## src/rtl/core/mwvu_pkg.sv

```systemverilog
// Shared types and constants for the mixture weighted variance update core.
// No dependencies; every other file of the block but mwvu_ram imports this package.
package mwvu_pkg;

  // default sizes, used as defaults by the top level parameters
  localparam int DEF_MAX_SAMPLES    = 1024;
  localparam int DEF_MAX_DIMS       = 16;
  localparam int DEF_MAX_COMPONENTS = 8;

  // port field widths
  localparam int OPW   = 3;
  localparam int ROWW  = 10;
  localparam int COMPW = 3;
  localparam int DIMW  = 4;
  localparam int VALW  = 64;
  localparam int VARW  = 64;
  localparam int SRCW  = 2;
  localparam int CFGW  = 32;
  localparam int CFGIW = 2;
  localparam int CNTW  = 11;

  // internal arithmetic
  localparam int XW        = 32;   // Q16.16 sample / mean
  localparam int PW        = 17;   // Q1.16 posterior
  localparam int WIDEW     = 128;  // exact sums
  localparam int MULBW     = 64;
  localparam int MUL_STEPS = 64;
  localparam int DIV_STEPS = 128;

  localparam logic [OPW-1:0] OP_LOAD_SAMPLE    = 3'd0;
  localparam logic [OPW-1:0] OP_LOAD_POSTERIOR = 3'd1;
  localparam logic [OPW-1:0] OP_LOAD_MEAN      = 3'd2;
  localparam logic [OPW-1:0] OP_LOAD_FLOOR     = 3'd3;
  localparam logic [OPW-1:0] OP_COMPUTE        = 3'd4;

  localparam logic [SRCW-1:0] SRC_WEIGHTED = 2'd0;
  localparam logic [SRCW-1:0] SRC_FLOOR    = 2'd1;
  localparam logic [SRCW-1:0] SRC_GLOBAL   = 2'd2;
  localparam logic [SRCW-1:0] SRC_FALLBACK = 2'd3;

  localparam logic [CFGIW-1:0] REG_SAMPLE_COUNT = 2'd0;
  localparam logic [CFGIW-1:0] REG_TINY_LIMIT   = 2'd1;
  localparam logic [CFGIW-1:0] REG_FALLBACK     = 2'd2;

  localparam logic [CNTW-1:0] RST_SAMPLE_COUNT = 11'd1024;
  localparam logic [CFGW-1:0] RST_TINY_LIMIT   = 32'd1;
  localparam logic [CFGW-1:0] RST_FALLBACK     = 32'd4295;

  localparam logic MUL_SEL_SXX_N  = 1'b0;
  localparam logic MUL_SEL_SX_SQ  = 1'b1;
  localparam logic DIV_SEL_GLOBAL = 1'b0;
  localparam logic DIV_SEL_WEIGHT = 1'b1;

  typedef struct packed {
    logic take;
    logic start_loop;
    logic mul_start;
    logic mul_sel;
    logic num_load;
    logic num_sub;
    logic div_start;
    logic div_sel;
    logic g_set;
    logic v_set;
    logic finish;
  } mwvu_cmd_t;

  typedef struct packed {
    logic is_compute;
    logic loop_done;
    logic mul_busy;
    logic div_busy;
    logic n_lt2;
    logic psum_zero;
    logic out_free;
  } mwvu_sts_t;

endpackage

```

## src/rtl/core/mwvu_ctrl.sv

```systemverilog
// Sequencer for one compute request: sample walk, multiply, divide, finish.
// Depends on mwvu_pkg.
module mwvu_ctrl import mwvu_pkg::*; (
  input  logic      clk,
  input  logic      rst,
  input  logic      in_valid,
  output logic      in_ready,
  input  mwvu_sts_t sts,
  output mwvu_cmd_t cmd
);

  localparam logic [3:0] S_IDLE  = 4'd0;
  localparam logic [3:0] S_PREP  = 4'd1;
  localparam logic [3:0] S_LOOP  = 4'd2;
  localparam logic [3:0] S_MUL1  = 4'd3;
  localparam logic [3:0] S_MUL2  = 4'd4;
  localparam logic [3:0] S_GDIV0 = 4'd5;
  localparam logic [3:0] S_GDIV  = 4'd6;
  localparam logic [3:0] S_WCHK  = 4'd7;
  localparam logic [3:0] S_WDIV  = 4'd8;
  localparam logic [3:0] S_FIN   = 4'd9;

  logic [3:0] state, state_next;

  always_ff @(posedge clk) begin
    if (rst) begin
      state <= S_IDLE;
    end else begin
      state <= state_next;
    end
  end

  always_comb begin
    cmd        = '0;
    state_next = state;
    in_ready   = (state == S_IDLE);
    cmd.take   = in_valid && in_ready;
    case (state)
      S_IDLE: begin
        if (cmd.take && sts.is_compute) state_next = S_PREP;
      end
      S_PREP: begin
        cmd.start_loop = 1'b1;
        state_next     = S_LOOP;
      end
      S_LOOP: begin
        if (sts.loop_done) begin
          if (sts.n_lt2) begin
            cmd.g_set  = 1'b1;
            state_next = S_WCHK;
          end else begin
            cmd.mul_start = 1'b1;
            cmd.mul_sel   = MUL_SEL_SXX_N;
            state_next    = S_MUL1;
          end
        end
      end
      S_MUL1: begin
        if (!sts.mul_busy) begin
          cmd.num_load  = 1'b1;
          cmd.mul_start = 1'b1;
          cmd.mul_sel   = MUL_SEL_SX_SQ;
          state_next    = S_MUL2;
        end
      end
      S_MUL2: begin
        if (!sts.mul_busy) begin
          cmd.num_sub = 1'b1;
          state_next  = S_GDIV0;
        end
      end
      S_GDIV0: begin
        cmd.div_start = 1'b1;
        cmd.div_sel   = DIV_SEL_GLOBAL;
        state_next    = S_GDIV;
      end
      S_GDIV: begin
        if (!sts.div_busy) begin
          cmd.g_set  = 1'b1;
          state_next = S_WCHK;
        end
      end
      S_WCHK: begin
        if (sts.psum_zero) begin
          cmd.v_set  = 1'b1;
          state_next = S_FIN;
        end else begin
          cmd.div_start = 1'b1;
          cmd.div_sel   = DIV_SEL_WEIGHT;
          state_next    = S_WDIV;
        end
      end
      S_WDIV: begin
        if (!sts.div_busy) begin
          cmd.v_set  = 1'b1;
          state_next = S_FIN;
        end
      end
      S_FIN: begin
        if (sts.out_free) begin
          cmd.finish = 1'b1;
          state_next = S_IDLE;
        end
      end
      default: state_next = S_IDLE;
    endcase
  end

`ifndef NO_ASSERTIONS
  a_compute_starts: assert property (@(posedge clk) disable iff (rst)
    (cmd.take && sts.is_compute) |=> (state == S_PREP))
    else $error("compute request did not start the sequence");

  a_walk_holds: assert property (@(posedge clk) disable iff (rst)
    (state == S_LOOP && !sts.loop_done) |=> (state == S_LOOP))
    else $error("left the sample walk before it drained");

  a_fin_units_idle: assert property (@(posedge clk) disable iff (rst)
    (state == S_FIN) |-> (!sts.mul_busy && !sts.div_busy))
    else $error("finishing while an arithmetic unit is busy");
`endif

endmodule

```

## config.mk

```make
export PLATFORM = sky130hd
export DESIGN_NAME = mwvu_ctrl
export DESIGN_NICKNAME = d
export VERILOG_FILES = /design/src/rtl/core/mwvu_pkg.sv /design/src/rtl/core/mwvu_ctrl.sv
export SDC_FILE = /design/constraint.sdc
export NUM_CORES = 1
export LEC_CHECK = 0
export BUFFER_PORTS_ARGS = -buffer_cell sky130_fd_sc_hd__buf_2
export CORE_AREA = 2 2 39 41
export CTS_BUF_LIST = sky130_fd_sc_hd__clkbuf_16
export CTS_CLUSTER_DIAMETER = 30
export DETAILED_ROUTE_END_ITERATION = 10
export DIE_AREA = 0 0 41 43
export PLACE_DENSITY = 0.65
export SKIP_LAST_GASP = 1
export SLEW_MARGIN = 20
export SYNTH_ARGS = -nofsm -noshare
export SYNTH_HDL_FRONTEND = slang
export SYNTH_SLANG_ARGS = --single-unit
export TNS_END_PERCENT = 100
```

## constraint.sdc

```tcl
create_clock -name clk -period 1.35 [get_ports clk]
set_input_delay 0.2025 -clock clk [delete_from_list [all_inputs] [get_ports clk]]
set_output_delay 0.2025 -clock clk [all_outputs]
set_load 0.02 [all_outputs]
```

==> impl_metrics.env, run 1 <==
export IMPL_crit_type="register to primary output"
export IMPL_cpMostUsedCell="buf_6"
export IMPL_cp_end_kind="primary output"
export IMPL_grt_max_degree=11
export IMPL_cts_buffer_depth=2
export IMPL_cpLargestDelayFamily="simple AND/OR/NAND/NOR gates"
export IMPL_crit_path_start_kind="register"
export IMPL_synth_distinct_cells=35
export IMPL_path_depth=4
export IMPL_required_ps=1150
export IMPL_gr_total_overflow=0
export IMPL_clockRootBuffer="clkbuf_16"
export IMPL_clkTransAtPathRegs_ps=30
export IMPL_cts_buffers=3
export IMPL_syn_area_um2=460.4
export IMPL_placed_area_um2=654.4
export IMPL_viasPerCell=5.959
export IMPL_num_io_pins=22
export IMPL_drc=0
export IMPL_rsz0062_at_grt="yes"
export IMPL_violations="setup timing"
export IMPL_first_global_vias=670
export IMPL_cts_tree="yes"
export IMPL_nNetsFinal=118
export IMPL_syn_area_per_cell_um2=7.194
export IMPL_relSlewSlack_pct=80.15
export IMPL_yosys_register_bits=4
export IMPL_grt_antenna_before_repair=0
export IMPL_setup_viol=15
export IMPL_status="complete, but fails checks"
export IMPL_timing_final_crit_share_pct=110.8
export IMPL_finalPower_uw=1764
export IMPL_start_util_pct=33.27
export IMPL_dr_pass1_iters=4
export IMPL_fin_setup_tns_ps=-1183
export IMPL_worstPathMaxFanout=4
export IMPL_ys_warn_count=0
export IMPL_irDropWorstVdd_mv=1.357
export IMPL_syn_inst=64
export IMPL_fp_dieArea_um2=1763
export IMPL_final_area_um2=999.7
export IMPL_diodes=0
export IMPL_final_max_slew_violation_count=0
export IMPL_vias=727
export IMPL_fp_coreArea_um2=1384
export IMPL_die_y_um=43
export IMPL_timing_reg2reg_setup_slack_ps=-80
export IMPL_period_needed_ps=1496
export IMPL_hold_buffers=0
export IMPL_fin_ws_ps=-145.8
export IMPL_cpMaxStageDelayCell="dfxtp_2"
export IMPL_final_seq_area_um2=92.59
export IMPL_clock_skew_ps=3.074
export IMPL_synth_net_count=74
export IMPL_die_x_um=41
export IMPL_leakagePower_uw=0.0004346
export IMPL_cts_sinks=4
export IMPL_slowest_delay_ps=340
export IMPL_wl_per_cell_um=18.66
export IMPL_insertion_delay_ps=230
export IMPL_numPortBuffers=21
export IMPL_gp_congestion=0.8026
export IMPL_largestRegisters="state: 4 flops"
export IMPL_min_path_cells=2
export IMPL_wirelength_um=2276
export IMPL_htreeDepth=1
export IMPL_crit_chain="buf_6 -> nor4_4 -> and2_1 -> buf_6"
export IMPL_tightest_slew_ps=295.8
export IMPL_regMostFlops="state"
export IMPL_drt_iter0_drc=13
export IMPL_multiInputGateArea_um2=444.2
export IMPL_max_freq_mhz=668.5
export IMPL_ff2ff_path_depth=6
export IMPL_fillerInstances=95
export IMPL_max_cap_violations=0
export IMPL_drive_gt1_share_pct=67.92
export IMPL_holdWs_ps=204.4
export IMPL_ys_seq_area_share_pct=17.39
export IMPL_dp_hpwl_um=1017
export IMPL_power_density_nw_per_um2=1765
export IMPL_grt_pass1_wl_um=2808
export IMPL_hp_class="input pin to register"
export IMPL_largest_reg_flops=4
export IMPL_final_util_pct=72.24
export IMPL_critical_path_arrival_ps=1290
export IMPL_crit_buf_inv=2
export IMPL_fp_row_count=14
export IMPL_grt_usage_pct=23.37
export IMPL_final_hold_viol_count=0
export IMPL_area_delta_synth_final_pct=117.1
export IMPL_ant_nets=0
## layout make-up
class                      instances  area share [%]
timing repair buffer              44           35.29
multi-input combinational         51           44.43
clock buffer                       3           7.509
sequential                         4           9.262
inverter                           4           1.502
tap                               16           2.003
## layout by cell type, fill, tap and decap left out, drive strengths merged
cell type and count:
buf 44, nand2 7, nor4 4, inv 4, dfxtp 4, nor2 4, a21oi 3, clkbuf 3
and2b 3, nand2b 2, o211a 2, a31oi 2, nor3 2, nand3 2, o21ai 2, nand3b 1
nor4b 1, o22ai 1, and3 1, and2 1, o21a 1, a311oi 1, nor3b 1, and3b 1
o211ai 1, or2 1, a22oi 1, o2111ai 1, mux2i 1, a211oi 1, or3 1, a32oi 1
o2bb2ai 1
## power by group
group / internal [uW] / switching, uW
Clock: 380 / 97.0
Combinational: 533 / 503
Sequential: 164 / 88.0
## synth_stat cells
cell type,instances,area [um^2]
or3_1,1,6.260
mux2i_1,1,10.01
o21ai_0,1,5.000
nor3b_1,1,7.510
o21a_1,1,7.510
o211ai_1,1,7.510
nor4b_1,1,8.760
inv_1,4,15.01
nand3_1,2,10.01
nand2b_1,2,12.51
o211a_1,2,20.02
o2111ai_1,1,8.760
nand3b_1,1,7.510
a32oi_1,1,8.760
o2bb2ai_1,1,8.760
buf_2,5,25.02
o22ai_1,1,6.260
nor3_1,2,10.01
nand2_1,7,26.28
nor4_2,1,12.51
or2_1,1,6.260
dfxtp_1,4,80.08
a21oi_1,3,15.01
a311oi_1,1,8.760
and2b_1,1,7.510
nor4_1,3,18.77
nor2_1,4,15.01
a31oi_1,2,12.51
o21ai_1,1,5.000
and2_1,1,6.260
and2b_4,2,20.02
and3b_1,1,8.760
and3_2,1,7.510
a22oi_2,1,12.51
a211oi_2,1,12.51
## metal layers
metal  vias up  wire [um]  global-route usage [%]
li1        325          -                       -
met2        35       1132                   40.63
met1       350        906                   24.36
met3        17         99                   3.141
met5         -          0                       0
met4         0        138                   14.00
## final timing paths
kind         startpoint        to
max            state[2]   cmd[10]
min                 rst  state[3]
max reg2reg    state[3]  state[2]
min reg2reg    state[2]  state[2]
## worst reg2reg max path, stage by stage (launching register included)
cell and delay [ps]:
dfxtp_4 360, and2b_4 210, buf_6 110, buf_6 110
a22oi_2 150, o211a_1 230, mux2i_1 180
## kinds of logic after synthesis
logic type,after synthesis,share of synthesized area (%)
and+or+nand+nor,32,41.58
buffers and inverters,9,8.694
muxes,1,2.174
DFF,4,17.39
AOI/OAI and AO/OA,18,30.16
## metrics by stage
| step | setup slack, ps | cells |
|---|---|---|
| finish | -145.8 | 122 |
| global route | -182.7 | 122 |
| CTS | -106.7 | 119 |
| detailed placement | 12.66 | 106 |
| global placement | 39.23 | 106 |
| floorplan | -228.0 | 64 |
## timing repair
action | 4_1_cts | 5_1_grt
setup endpoints to repair | 12 | 15
buffers inserted | 10 | 3
gates resized for setup | 34 | 15
pin swaps | 6 | 7
Note: power is estimated with default switching activity, not from simulation.
==> run 2: changes to the inputs <==
--- a/config.mk
+++ b/config.mk
@@ -11,10 +11,9 @@
 export CTS_CLUSTER_DIAMETER = 30
 export DETAILED_ROUTE_END_ITERATION = 10
 export DIE_AREA = 0 0 41 43
-export PLACE_DENSITY = 0.65
+export PLACE_DENSITY = 0.72
 export SKIP_LAST_GASP = 1
 export SLEW_MARGIN = 20
 export SYNTH_ARGS = -nofsm -noshare
 export SYNTH_HDL_FRONTEND = slang
 export SYNTH_SLANG_ARGS = --single-unit
-export TNS_END_PERCENT = 100
==> impl_metrics.env, run 2 (synthesis results as in run 1) <==
export IMPL_cts_buffer_depth=2
export IMPL_regMostFlops="state"
export IMPL_htreeDepth=1
export IMPL_max_freq_mhz=695.2
export IMPL_diodes=0
export IMPL_gp_congestion=0.8235
export IMPL_cts_sinks=4
export IMPL_cts_tree="yes"
export IMPL_drc=0
export IMPL_dp_hpwl_um=929.4
export IMPL_insertion_delay_ps=220
export IMPL_p_int_uw=1080
export IMPL_wirelength_um=1782
export IMPL_gr_total_overflow=0
export IMPL_p_clk_share_pct=25.9
export IMPL_final_area_um2=969.7
export IMPL_max_cap_violations=0
export IMPL_mostFrequentLayoutCells="buf_4, buf_2, nand2_1, buf_6"
export IMPL_critical_path_arrival_ps=1240
export IMPL_ff2ff_path_depth=6
export IMPL_drive_gt1_share_pct=69.52
export IMPL_worstPathMaxFanout=5
export IMPL_crit_chain="and2b_4 -> nand3_4 -> o22ai_2 -> buf_6"
export IMPL_crit_end="cmd[1]"
export IMPL_nNetsFinal=117
export IMPL_layout_commonest_cell="buf_4"
export IMPL_fp_dieArea_um2=1763
export IMPL_die_y_um=43
export IMPL_slowest_delay_ps=350
export IMPL_fillerInstances=100
export IMPL_vias=682
export IMPL_startpoint="state[3]"
export IMPL_clkTransAtPathRegs_ps=30
export IMPL_dp_cells=103
export IMPL_fin_ws_ps=-88.36
export IMPL_fp_row_count=14
export IMPL_r2r_end="state[2]"
export IMPL_cts_buffers=3
export IMPL_cp_end_kind="primary output"
export IMPL_fp_coreArea_um2=1384
export IMPL_leakagePower_uw=0.0004286
export IMPL_ant_nets=0
export IMPL_final_hold_viol_count=0
export IMPL_viasPerCell=5.636
export IMPL_tightest_slew_ps=295.9
export IMPL_numPortBuffers=21
export IMPL_path_depth=4
export IMPL_grt_pass1_wl_um=2346
export IMPL_final_max_slew_violation_count=0
export IMPL_die_x_um=41
export IMPL_violations="setup timing"
export IMPL_num_io_pins=22
export IMPL_min_path_cells=2
export IMPL_hp_class="input pin to register"
export IMPL_status="complete, but fails checks"
export IMPL_grt_antenna_before_repair=0
export IMPL_drt_iter0_drc=10
export IMPL_setup_viol=14
export IMPL_clockRootBuffer="clkbuf_16"
export IMPL_reg2reg_from="state[3]"
export IMPL_first_global_vias=563
export IMPL_p_seq_share_pct=14.6
export IMPL_wl_per_cell_um=14.73
export IMPL_cpLargestDelayFamily="simple AND/OR/NAND/NOR gates"
export IMPL_timing_reg2reg_setup_slack_ps=-60
export IMPL_period_needed_ps=1438
export IMPL_timing_final_crit_share_pct=106.5
export IMPL_required_ps=1150
export IMPL_clock_skew_ps=0.2742
export IMPL_switching_power_uw=657.6
export IMPL_grt_usage_pct=19.58
export IMPL_switching_share_pct=37.83
export IMPL_area_delta_synth_final_pct=110.6
export IMPL_crit_type="register to primary output"
export IMPL_fin_cells=121
export IMPL_largestRegisters="state: 4 flops"
export IMPL_min_delay_start="rst"
export IMPL_cpMaxStageDelayCell="dfxtp_4"
export IMPL_final_util_pct=70.07
export IMPL_dr_pass1_iters=4
export IMPL_grt_max_degree=11
export IMPL_largest_reg_flops=4
export IMPL_p_comb_share_pct=59.5
export IMPL_crit_path_start_kind="register"
export IMPL_power_density_nw_per_um2=1792
export IMPL_rsz0062_at_grt="yes"
export IMPL_relSlewSlack_pct=80.25
export IMPL_placed_area_um2=619.3
export IMPL_start_util_pct=33.27
export IMPL_irDropWorstVdd_mv=1.411
export IMPL_crit_buf_inv=1
run 2: timing repair:
item / in CTS / in global routing
pin swaps: 9 / 6
gates resized for setup: 23 / 21
setup endpoints to repair: 14 / 15
hold buffers: 0 / 0
buffers inserted: 13 / 2
run 2: cell type report:
| class | count | area [um^2] | area share [%] |
|---|---|---|---|
| timing repair buffer | 43 | 312.8 | 32.26 |
| sequential | 4 | 92.59 | 9.548 |
| multi-input combinational | 51 | 454.2 | 46.84 |
| clock buffer | 3 | 75.07 | 7.742 |
| tap | 16 | 20.02 | 2.065 |
| inverter | 4 | 15.01 | 1.548 |
run 2: power groups by stage:
stage	registers (uW)	clock network, uW	logic (uW)
finish	253	450	1030
CTS	242	460	875
global placement	230	0	585
floorplan	177	0	470
detailed placement	230	0	596
global route	256	473	1090
run 2: per-stage QoR:
stage / setup WS, ps / power (uW) / hold WS, ps / setup TNS [ps]
finish: -88.36 / 1738 / 225.1 / -611.9
detailed placement: -7.597 / 826.9 / 447.4 / -8.202
floorplan: -228.0 / 646.9 / 267.1 / -821.7
global route: -131.8 / 1818 / 231.2 / -1220
global placement: 2.742 / 814.9 / 442.1 / 0
CTS: -105.9 / 1577 / 207.4 / -515.0
run 2: worst reg2reg max path, cell delays in order (launching register included):
cell	delay, ps
dfxtp_4	350
buf_4	140
and2b_4	170
buf_4	130
a22oi_2	140
o211a_1	210
mux2i_1	190
run 2: worst min path at each step:
stage | end
final | state[3]
after global routing | state[3]
after CTS | state[3]
after detailed placement | state[3]
after global placement | state[3]
after floorplan | state[3]
run 2: layer usage:
layer | track usage [%] | vias up | routed length [um] | part of all wire (%)
met2 | 32.19 | 21 | 915 | 51
li1 | - | 322 | - | -
met3 | 6.283 | 8 | 67 | 3.8
met1 | 21.86 | 331 | 750 | 42
met5 | 0 | - | 0 | 0
met4 | 8.000 | 0 | 49 | 2.7
==> run 3: changes to the inputs <==
--- a/config.mk
+++ b/config.mk
@@ -11,7 +11,7 @@
 export CTS_CLUSTER_DIAMETER = 30
 export DETAILED_ROUTE_END_ITERATION = 10
 export DIE_AREA = 0 0 41 43
-export PLACE_DENSITY = 0.72
+export PLACE_DENSITY = 0.73
 export SKIP_LAST_GASP = 1
 export SLEW_MARGIN = 20
 export SYNTH_ARGS = -nofsm -noshare
==> impl_metrics.env, run 3 (synthesis results as in run 1) <==
export IMPL_mostFrequentLayoutCells="buf_4, buf_2, buf_6"
export IMPL_setup_viol=13
export IMPL_regMostFlops="state"
export IMPL_p_comb_share_pct=56.8
export IMPL_clkTransAtPathRegs_ps=30
export IMPL_hp_class="input pin to register"
export IMPL_die_x_um=41
export IMPL_holdWs_ps=208.2
export IMPL_clock_skew_ps=1.343
export IMPL_area_delta_synth_final_pct=108.2
export IMPL_vias=650
export IMPL_start_util_pct=33.27
export IMPL_grt_pass1_wl_um=2608
export IMPL_slowest_delay_ps=350
export IMPL_rsz0062_at_grt="yes"
export IMPL_largest_reg_flops=4
export IMPL_cpLargestDelayFamily="simple AND/OR/NAND/NOR gates"
export IMPL_grt_max_degree=13
export IMPL_critical_path_arrival_ps=1280
export IMPL_max_freq_mhz=676.4
export IMPL_numPortBuffers=21
export IMPL_switching_power_uw=636.2
export IMPL_drc=0
export IMPL_finalPower_uw=1650
export IMPL_largestRegisters="state: 4 flops"
export IMPL_clockRootBuffer="clkbuf_16"
export IMPL_insertion_delay_ps=220
export IMPL_die_y_um=43
export IMPL_nNetsFinal=115
export IMPL_viasPerCell=5.462
export IMPL_final_max_slew_violation_count=0
export IMPL_violations="setup timing"
export IMPL_wirelength_um=1879
export IMPL_leakagePower_uw=0.0004197
export IMPL_switching_share_pct=38.57
export IMPL_fp_row_count=14
export IMPL_cts_tree="yes"
export IMPL_crit_chain="and2b_4 -> nand3_4 -> o22ai_2 -> buf_6"
export IMPL_relSlewSlack_pct=80.83
export IMPL_fin_ws_ps=-128.5
export IMPL_power_density_nw_per_um2=1721
export IMPL_cts_buffer_depth=2
export IMPL_crit_path_start_kind="register"
export IMPL_cts_buffers=3
export IMPL_cpMaxStageDelayCell="dfxtp_4"
export IMPL_wl_per_cell_um=15.79
export IMPL_dp_hpwl_um=995.5
export IMPL_worstPathMaxFanout=4
export IMPL_p_int_uw=1013
export IMPL_max_cap_violations=0
export IMPL_num_io_pins=22
export IMPL_irDropWorstVdd_mv=1.243
export IMPL_ant_nets=0
export IMPL_gp_congestion=0.8272
export IMPL_cts_sinks=4
export IMPL_diodes=0
export IMPL_p_clk_share_pct=27.5
export IMPL_cp_end_kind="primary output"
export IMPL_status="complete, but fails checks"
export IMPL_fin_setup_tns_ps=-667.6
export IMPL_gr_total_overflow=0
export IMPL_tightest_slew_ps=285.5
export IMPL_layout_commonest_cell="buf_4"
export IMPL_fp_coreArea_um2=1384
export IMPL_required_ps=1150
export IMPL_drive_gt1_share_pct=67.96
export IMPL_timing_final_crit_share_pct=109.5
export IMPL_p_seq_share_pct=15.7
export IMPL_hold_buffers=0
export IMPL_crit_buf_inv=1
export IMPL_final_hold_viol_count=0
export IMPL_fillerInstances=101
export IMPL_grt_usage_pct=21.59
export IMPL_period_needed_ps=1478
export IMPL_drt_iter0_drc=17
export IMPL_first_global_vias=583
export IMPL_dr_pass1_iters=4
export IMPL_fp_dieArea_um2=1763
export IMPL_htreeDepth=1
export IMPL_crit_type="register to primary output"
export IMPL_grt_antenna_before_repair=0
[run 3: cell count changes in the layout (fill, tap and decap cells not counted), moves of 2 or more]
cell     change
buf_6        +2
nand2_1      -2
buf_4        -4
nand2_2      +2
nor2_4       +2
[run 3: layer usage]
metal	wire length, um	global-route usage (%)	vias up
met3	79	6.283	4
met1	793	25.08	306
li1	-	-	317
met4	31	12.67	0
met2	975	33.13	23
met5	0	0	-
[run 3: metrics by stage]
step	utilization, %	setup slack [ps]	area (um^2)	std cells
4_1_cts	61.21	-105.6	847.1	116
6_report	69.26	-128.5	958.4	119
3_3_place_gp	45.30	-11.73	626.9	104
2_1_floorplan	-	-228.0	466.7	64
5_1_grt	69.26	-158.1	958.4	119
3_5_place_dp	45.30	-29.86	626.9	104
[run 3: power groups by stage]
stage / registers (uW) / logic (uW) / clock network (uW)
4_1_cts: 255 / 802 / 457
5_1_grt: 267 / 999 / 473
3_3_place_gp: 233 / 603 / 0
6_report: 259 / 936 / 454
3_5_place_dp: 236 / 620 / 0
2_1_floorplan: 177 / 470 / 0
[run 3: worst paths after layout]
path                   end  slack, ps      from  cells past startpoint
setup / recovery    cmd[1]       -130  state[3]                      4
hold / removal    state[3]        210       rst                      2
hold reg to reg   state[1]        580  state[1]                      2
setup reg to reg  state[3]        -60  state[3]                      6
[run 3: layout make-up]
cell class	count	area (um^2)	area share [%]
clock buffer	3	75.07	7.833
inverter	4	15.01	1.567
multi-input combinational	51	447.9	46.74
sequential	4	95.09	9.922
tap	16	20.02	2.089
timing repair buffer	41	305.3	31.85
[run 3: worst register-to-register path, stage by stage, from the launching register on]
cell	delay, ps
dfxtp_4	350
and2b_4	290
nand3_4	100
buf_4	140
buf_4	120
o211a_1	120
a211oi_2	200
[run 3: what timing repair did]
| item | in CTS | in global routing |
|---|---|---|
| pin swaps | 7 | 8 |
| gates resized for setup | 23 | 23 |
| cloned | 1 | 0 |
| setup endpoints to repair | 13 | 13 |
| setup buffers | 8 | 3 |
| hold endpoints to repair | 0 | 0 |
